===== src/gsa_pkg.sv =====
package gsa_pkg;

  // Handle field widths and slot range
  localparam int IDX_W      = 8;
  localparam int GEN_W      = 8;
  localparam int MAX_INDEX  = 255;
  localparam int SLOT_COUNT = MAX_INDEX + 1;
  localparam int FRESH_W    = IDX_W + 1;

  // Operation codes
  localparam logic [1:0] OP_ALLOC  = 2'd0;
  localparam logic [1:0] OP_FREE   = 2'd1;
  localparam logic [1:0] OP_LOOKUP = 2'd2;

  // Status codes
  localparam logic [1:0] STS_OK      = 2'd0;
  localparam logic [1:0] STS_FULL    = 2'd1;
  localparam logic [1:0] STS_INVALID = 2'd2;

  // Controller states
  typedef enum logic {
    ST_IDLE,
    ST_EXEC
  } state_t;

  // One request item
  typedef struct packed {
    logic [1:0]       operation;
    logic [IDX_W-1:0] handle_index;
    logic [GEN_W-1:0] handle_generation;
  } req_t;

  // One result item
  typedef struct packed {
    logic [1:0]       status;
    logic [IDX_W-1:0] granted_index;
    logic [GEN_W-1:0] granted_generation;
    logic [IDX_W-1:0] live_total;
    logic [IDX_W-1:0] free_total;
  } rsp_t;

  // Controller to datapath commands
  typedef struct packed {
    logic load;
    logic exec;
  } ctl_cmd_t;

endpackage


===== src/generational_slot_allocator.sv =====
// A start accepted in idle loads the item; exec commits it, and done and result are registered from exec.
// Each item reads the slot tables once and writes them back once; busy is high during the
// write-back (exec) state, and start is not taken until the controller is idle again.
// The receiver cannot stall; done is high for one cycle per result, and result holds it until the next commit.
// Reset (rst, synchronous): free list empty, counters zero, fresh index 1, done low; slot tables are not reset.
module generational_slot_allocator (
  input  logic           clk,
  input  logic           rst,
  input  logic           start,
  output logic           busy,
  input  gsa_pkg::req_t  request,
  output logic           done,
  output gsa_pkg::rsp_t  result
);

  gsa_pkg::ctl_cmd_t cmd;

  gsa_ctrl u_ctrl (
    .clk   (clk),
    .rst   (rst),
    .start (start),
    .busy  (busy),
    .cmd   (cmd)
  );

  gsa_datapath u_datapath (
    .clk     (clk),
    .rst     (rst),
    .cmd     (cmd),
    .request (request),
    .done    (done),
    .result  (result)
  );

endmodule


===== src/gsa_ctrl.sv =====
module gsa_ctrl (
  input  logic                clk,
  input  logic                rst,
  input  logic                start,
  output logic                busy,
  output gsa_pkg::ctl_cmd_t   cmd
);

  gsa_pkg::state_t state;
  gsa_pkg::state_t state_next;

  // State register
  always_ff @(posedge clk) begin
    if (rst) begin
      state <= gsa_pkg::ST_IDLE;
    end else begin
      state <= state_next;
    end
  end

  // Next state and commands: load reads the tables, exec commits
  always_comb begin
    state_next = state;
    cmd        = '0;
    case (state)
      gsa_pkg::ST_IDLE: begin
        if (start) begin
          cmd.load   = 1'b1;
          state_next = gsa_pkg::ST_EXEC;
        end
      end
      gsa_pkg::ST_EXEC: begin
        cmd.exec   = 1'b1;
        state_next = gsa_pkg::ST_IDLE;
      end
      default: begin
        state_next = gsa_pkg::ST_IDLE;
      end
    endcase
  end

  assign busy = (state == gsa_pkg::ST_EXEC);

endmodule


===== src/gsa_datapath.sv =====
module gsa_datapath (
  input  logic               clk,
  input  logic               rst,
  input  gsa_pkg::ctl_cmd_t  cmd,
  input  gsa_pkg::req_t      request,
  output logic               done,
  output gsa_pkg::rsp_t      result
);

  localparam int IW = gsa_pkg::IDX_W;
  localparam int GW = gsa_pkg::GEN_W;
  localparam int FW = gsa_pkg::FRESH_W;
  localparam int SC = gsa_pkg::SLOT_COUNT;

  // Slot tables; entries of unissued slots are never consulted
  logic          slot_live [SC];
  logic [GW-1:0] gen_mem [SC];
  logic [IW-1:0] link_mem [SC];

  // List and counters
  logic [IW-1:0] head, tail;
  logic [FW-1:0] next_fresh;
  logic [IW-1:0] live_tally, free_tally;

  // Captured item and table reads
  logic [1:0]    op_q;
  logic [IW-1:0] idx_q;
  logic [GW-1:0] gen_q;
  logic          live_rd;
  logic [GW-1:0] gen_rd;
  logic [IW-1:0] link_rd;
  logic [IW-1:0] rd_addr;

  // Commit-side signals
  logic [IW-1:0] head_next, tail_next;
  logic [FW-1:0] next_fresh_next;
  logic [IW-1:0] live_tally_next, free_tally_next;
  logic          live_we, live_wd;
  logic [IW-1:0] live_wa;
  logic          gen_we;
  logic [IW-1:0] gen_wa;
  logic [GW-1:0] gen_wd;
  logic          link_we;
  logic [IW-1:0] link_wa;
  logic [IW-1:0] link_wd;
  logic          handle_ok;
  gsa_pkg::rsp_t rsp_next;

  // Allocate reads at the list head, the others at the handle's slot
  assign rd_addr = (request.operation == gsa_pkg::OP_ALLOC) ? head : request.handle_index;

  // Capture item
  always_ff @(posedge clk) begin
    if (cmd.load) begin
      op_q    <= request.operation;
      idx_q   <= request.handle_index;
      gen_q   <= request.handle_generation;
    end
  end

  // Live flag table
  always_ff @(posedge clk) begin
    if (cmd.load) begin
      live_rd <= slot_live[rd_addr];
    end
    if (cmd.exec && live_we) begin
      slot_live[live_wa] <= live_wd;
    end
  end

  // Generation table
  always_ff @(posedge clk) begin
    if (cmd.load) begin
      gen_rd <= gen_mem[rd_addr];
    end
    if (cmd.exec && gen_we) begin
      gen_mem[gen_wa] <= gen_wd;
    end
  end

  // Free-list link table
  always_ff @(posedge clk) begin
    if (cmd.load) begin
      link_rd <= link_mem[head];
    end
    if (cmd.exec && link_we) begin
      link_mem[link_wa] <= link_wd;
    end
  end

  assign handle_ok = (idx_q != '0) && ({1'b0, idx_q} < next_fresh) && live_rd &&
                     (gen_rd == gen_q);

  // Operation decode and state update
  always_comb begin
    head_next       = head;
    tail_next       = tail;
    next_fresh_next = next_fresh;
    live_tally_next = live_tally;
    free_tally_next = free_tally;
    live_we         = 1'b0;
    live_wa         = idx_q;
    live_wd         = 1'b0;
    gen_we          = 1'b0;
    gen_wa          = idx_q;
    gen_wd          = gen_rd + GW'(1);
    link_we         = 1'b0;
    link_wa         = tail;
    link_wd         = idx_q;
    rsp_next        = '0;
    rsp_next.status = gsa_pkg::STS_OK;
    case (op_q)
      gsa_pkg::OP_ALLOC: begin
        if (head != '0) begin
          // reuse oldest freed slot; a lone entry empties the list
          head_next                   = (head == tail) ? '0 : link_rd;
          tail_next                   = (head == tail) ? '0 : tail;
          live_we                     = 1'b1;
          live_wa                     = head;
          live_wd                     = 1'b1;
          rsp_next.granted_index      = head;
          rsp_next.granted_generation = gen_rd;
          free_tally_next             = free_tally - IW'(1);
          live_tally_next             = live_tally + IW'(1);
        end else if (next_fresh <= FW'(gsa_pkg::MAX_INDEX)) begin
          // fresh slot at generation zero
          next_fresh_next        = next_fresh + FW'(1);
          live_we                = 1'b1;
          live_wa                = next_fresh[IW-1:0];
          live_wd                = 1'b1;
          gen_we                 = 1'b1;
          gen_wa                 = next_fresh[IW-1:0];
          gen_wd                 = '0;
          rsp_next.granted_index = next_fresh[IW-1:0];
          live_tally_next        = live_tally + IW'(1);
        end else begin
          rsp_next.status = gsa_pkg::STS_FULL;
        end
      end
      gsa_pkg::OP_FREE: begin
        if (handle_ok) begin
          live_we = 1'b1;
          gen_we  = 1'b1;
          // append at tail
          if (tail == '0) begin
            head_next = idx_q;
          end else begin
            link_we = 1'b1;
          end
          tail_next       = idx_q;
          live_tally_next = live_tally - IW'(1);
          free_tally_next = free_tally + IW'(1);
        end else begin
          rsp_next.status = gsa_pkg::STS_INVALID;
        end
      end
      gsa_pkg::OP_LOOKUP: begin
        if (handle_ok) begin
          rsp_next.granted_index      = idx_q;
          rsp_next.granted_generation = gen_rd;
        end else begin
          rsp_next.status = gsa_pkg::STS_INVALID;
        end
      end
      default: begin
        rsp_next.status = gsa_pkg::STS_INVALID;
      end
    endcase
    rsp_next.live_total = live_tally_next;
    rsp_next.free_total = free_tally_next;
  end

  // Control state
  always_ff @(posedge clk) begin
    if (rst) begin
      head       <= '0;
      tail       <= '0;
      next_fresh <= FW'(1);
      live_tally <= '0;
      free_tally <= '0;
      done       <= 1'b0;
    end else begin
      done <= cmd.exec;
      if (cmd.exec) begin
        head       <= head_next;
        tail       <= tail_next;
        next_fresh <= next_fresh_next;
        live_tally <= live_tally_next;
        free_tally <= free_tally_next;
      end
    end
  end

  // Result register
  always_ff @(posedge clk) begin
    if (cmd.exec) begin
      result <= rsp_next;
    end
  end

`ifndef NO_ASSERTIONS
  // Every issued slot is either live or on the free list
  a_tally_sum: assert property (@(posedge clk) disable iff (rst)
    ({1'b0, live_tally} + {1'b0, free_tally}) == (next_fresh - FW'(1)))
    else $error("live and free tallies do not cover issued slots");

  // Head and tail are empty together
  a_list_ends: assert property (@(posedge clk) disable iff (rst)
    (head == '0) == (tail == '0))
    else $error("free list head and tail disagree on empty");

  // Empty list exactly when the free tally is zero
  a_list_tally: assert property (@(posedge clk) disable iff (rst)
    (head == '0) == (free_tally == '0))
    else $error("free list emptiness and free tally disagree");

  // Full is reported only with no slot left anywhere
  a_full: assert property (@(posedge clk) disable iff (rst)
    done && (result.status == gsa_pkg::STS_FULL) |->
      (head == '0) && (next_fresh == FW'(gsa_pkg::MAX_INDEX + 1)))
    else $error("full reported while a slot was available");
`endif

endmodule


===== config.mk =====
export PLATFORM = sky130hd
export DESIGN_NAME = generational_slot_allocator
export DESIGN_NICKNAME = d
export VERILOG_FILES = /design/src/gsa_pkg.sv /design/src/generational_slot_allocator.sv /design/src/gsa_ctrl.sv /design/src/gsa_datapath.sv
export SDC_FILE = /design/constraint.sdc
export NUM_CORES = 2
export LEC_CHECK = 0
export BUFFER_PORTS_ARGS = -buffer_cell sky130_fd_sc_hd__buf_2
export CAP_MARGIN = 20
export CORE_UTILIZATION = 25
export CTS_CLUSTER_DIAMETER = 60
export DETAILED_ROUTE_END_ITERATION = 10
export SYNTH_ARGS = -nofsm -noshare
export SYNTH_HDL_FRONTEND = slang
export SYNTH_MEMORY_MAX_BITS = 65536
export SYNTH_SLANG_ARGS = --single-unit

===== constraint.sdc =====
create_clock -name clk -period 14.82 [get_ports clk]
set_input_delay 2.964 -clock clk [delete_from_list [all_inputs] [get_ports clk]]
set_output_delay 2.964 -clock clk [all_outputs]
set_load 0.005 [all_outputs]

==> reports/qor.yml <==
cts_resized: 0
drcViolationCount: 0
pin_count: 57
layout_commonest_cell: "edfxtp_1"
yosys_warnings: 0
worst_path_max_delay_cell: "buf_4"
p_per_area_mw_per_mm2: 133
synth-adder-area-share_pct: 0.121
syn-instance-count: 10200
cts_tree: "done"
critical_path_class: "in2reg"
grt_usage_pct: 12.7
multi_input_area_mm2: 0.0402
first_pass_iters: 9
grt_overflow: 0
worstPathRequired_ps: 15490
timing.final.crit_period_ps: 8290
hold_buffers: 0
drive_gt1_share_pct: 15.3
port_buffers: 56
async_flop_share_pct: 0
synth_area_per_cell_um2: 17.3
wl_per_cell_um: 23.7
place.detailed.hpwl_um: 275000
period_share_pct: 55.9
relSlewSlack_pct: -3.62
h-tree-depth: 5
ys.flop_type: "edfxtp_1"
setup_ws_ps: 6530
grt_pass1_wl_um: 671000
crit_path_end_kind: "register"
die_w_um: 841
synth_xor_area_share_pct: 0.134
yosysSeqAreaShare_pct: 75.8
path_clk_slew_ps: 60
clk_latency_ps: 970
nFillCells: 69000
synth_cell_types: 82
hold_class: "reg2reg"
synthToLayoutAreaGrowth_pct: 14.3
dieHeight_um: 841
globalplace.congestion: 0.824
cap_violations: 0
muxShareOfSynthArea_pct: 11.9
layout_common_cells: "edfxtp_1 (4421), nand2_1 (1032), nor2_1 (983), mux4_2 (645), mux2i_1 (638)"
clk_path_buf_depth: 4
cpPeakStageDelay_ps: 870
grt_setup_unrepaired: "false"
synth-simple-area-share_pct: 6.12
cts_buffers: 414
crit_fanout: 65
failed_checks: "max-slew violations"
synth_edf_count: 4421
vias: 94200
drtAntennaViolNets: 0
synth_seq_cells: 4464
p_leak_nw: 61.2
via_per_inst: 4.75
rows: 307
fmax_mhz: 121
finalSetupViolCount: 0
grt_pass1_vias: 91800
fin_nets: 10300
initial_core_util_pct: 25.1
crit_path_frequent_cell: "buf_4"
synthesis.area_mm2: 0.176
slew_viol_final: 48
fp.dieArea_mm2: 0.708
hold_viol_final: 0
setup_tns_ps: 0
critPathLaunchType: "input port"
arrival_ps: 8960
seqCellArea_mm2: 0.134
status: "complete, but fails checks"
synth_compound_area_share_pct: 4.32
routed_wl_um: 470000
drt_iter0_drc: 11100
clock_sinks: 4464
cts_root_buf: "clkbuf_16"
postCtsSetupRepairBufs: 0
path_cells: "buf_2 -> o21ai_4 -> buf_4 -> and2_4 -> buf_4 -> buf_4 -> buf_4 -> mux2i_1 -> a222oi_1 -> a211oi_1 -> nor2_1 -> a2111oi_0 -> buf_4 -> nor4_1"
antenna_found_initial: 29
post-place-ws_ps: 5610
synth_top_family_by_area: "multiplexers"
tightest_slew_ps: 1550
grt_max_degree: 245
skew_ps: 61.6
core-area_mm2: 0.701
max-vdd-ir-drop_mv: 0.116
worst max-delay path, delay by kind of cell:
kind / cells / cell delay, ps
buffers and inverters: 6 / 3250
multiplexers: 1 / 310
AND/OR/NAND/NOR: 3 / 980
AO/OA/AOI/OAI: 4 / 1290
Yosys cell counts (9+ instances only):
cell type | n | area (µm²)
a2111oi_0 | 12 | 105
a211oi_1 | 120 | 901
a21boi_0 | 9 | 67.6
a21oi_1 | 308 | 1540
a221o_1 | 14 | 140
a221oi_1 | 36 | 315
a222oi_1 | 41 | 410
a22oi_1 | 24 | 180
a31oi_1 | 132 | 826
a32oi_1 | 57 | 499
and2_1 | 25 | 156
and3_1 | 52 | 325
buf_1 | 49 | 184
buf_2 | 190 | 951
clkbuf_1 | 393 | 1480
dfxtp_1 | 43 | 861
edfxtp_1 | 4421 | 133000
ha_1 | 17 | 213
inv_1 | 35 | 131
mux2i_1 | 638 | 6390
mux4_2 | 645 | 14500
nand2_1 | 1045 | 3920
nand2b_1 | 12 | 75.1
nand3_1 | 183 | 916
nand4_1 | 55 | 344
nor2_1 | 993 | 3730
nor2b_1 | 34 | 213
nor3_1 | 52 | 260
nor4_1 | 55 | 344
o21ai_0 | 96 | 480
o21ai_1 | 12 | 60.1
o221a_2 | 9 | 101
o221ai_1 | 13 | 114
o22ai_1 | 192 | 1200
o311ai_0 | 9 | 78.8
or3_1 | 10 | 62.6
xnor2_1 | 21 | 184
layout make-up:
class	instances	area share, %
antenna	10	0.0124
tap	9270	5.76
clock buffer	498	5.41
clock inverter	263	1.43
multi-input combinational	5051	20.0
inverter	36	0.0733
sequential	4464	66.4
timing repair buffer	246	0.976
report_power, final:
| group | leakage [nW] | switching [mW] | internal (mW) | total [mW] |
|---|---|---|---|---|
| Combinational | 14.2 | 1.20 | 0.373 | 1.57 |
| Clock | 6.74 | 4.77 | 6.18 | 10.9 |
| Sequential | 40.3 | 0.0345 | 14.2 | 14.2 |
sequential cells by signal, summed over array words and instances (netlist names), 2 cells and up:
register	count
u_datapath.idx_q	8
u_datapath.next_fresh	9
u_datapath.result	34
u_datapath.head	8
u_datapath.gen_q	8
u_datapath.gen_rd	8
u_datapath.gen_mem	2048
u_datapath.free_tally	8
u_datapath.link_wa	8
u_datapath.live_tally	8
u_datapath.link_mem	2048
u_datapath.slot_live	256
u_datapath.link_rd	8
u_datapath.op_q	2
stage by stage:
step	hold slack (ps)	std cells	power [mW]	area, µm²	utilization, %
final	562	19800	26.7	201000	28.7
after floorplan	489	10200	15.5	176000	-
after global routing	588	19800	27.4	201000	28.7
after global placement	509	19100	16.0	187000	26.8
after detailed placement	526	19100	16.1	188000	26.8
after CTS	563	19800	26.9	201000	28.7
kinds of logic after synthesis:
family,after synthesis
compound gates,1150
xor+xnor,27
fa+ha+maj,17
buf+inv,677
flops,4464
mux,1283
other cells,1
simple gates,2566
worst paths after layout:
check / cells past startpoint / end / slack, ps / from
worst max register to register: 12 / u_datapath.gen_rd[7]$_DFFE_PP_ / 8680 / u_datapath.head[2]$_SDFFE_PP0P_
worst min register to register: 2 / u_datapath.live_tally[0]$_SDFFE_PP0P_ / 560 / u_datapath.live_tally[0]$_SDFFE_PP0P_
worst min-delay path: 2 / u_datapath.live_tally[0]$_SDFFE_PP0P_ / 560 / u_datapath.live_tally[0]$_SDFFE_PP0P_
worst max-delay path: 14 / u_datapath.gen_rd[6]$_DFFE_PP_ / 6530 / request[17]
layer usage:
metal / wire length [µm] / vias up / share of wire [%] / track usage [%]
met5: 63 / - / 0.013 / 0
met4: 16600 / 10 / 3.5 / 4.01
met3: 37900 / 757 / 8.1 / 2.36
met2: 222000 / 3991 / 47 / 20.6
met1: 193000 / 49200 / 41 / 17.2
li1: - / 40300 / - / -
Note: power is estimated with default switching activity, not from simulation.
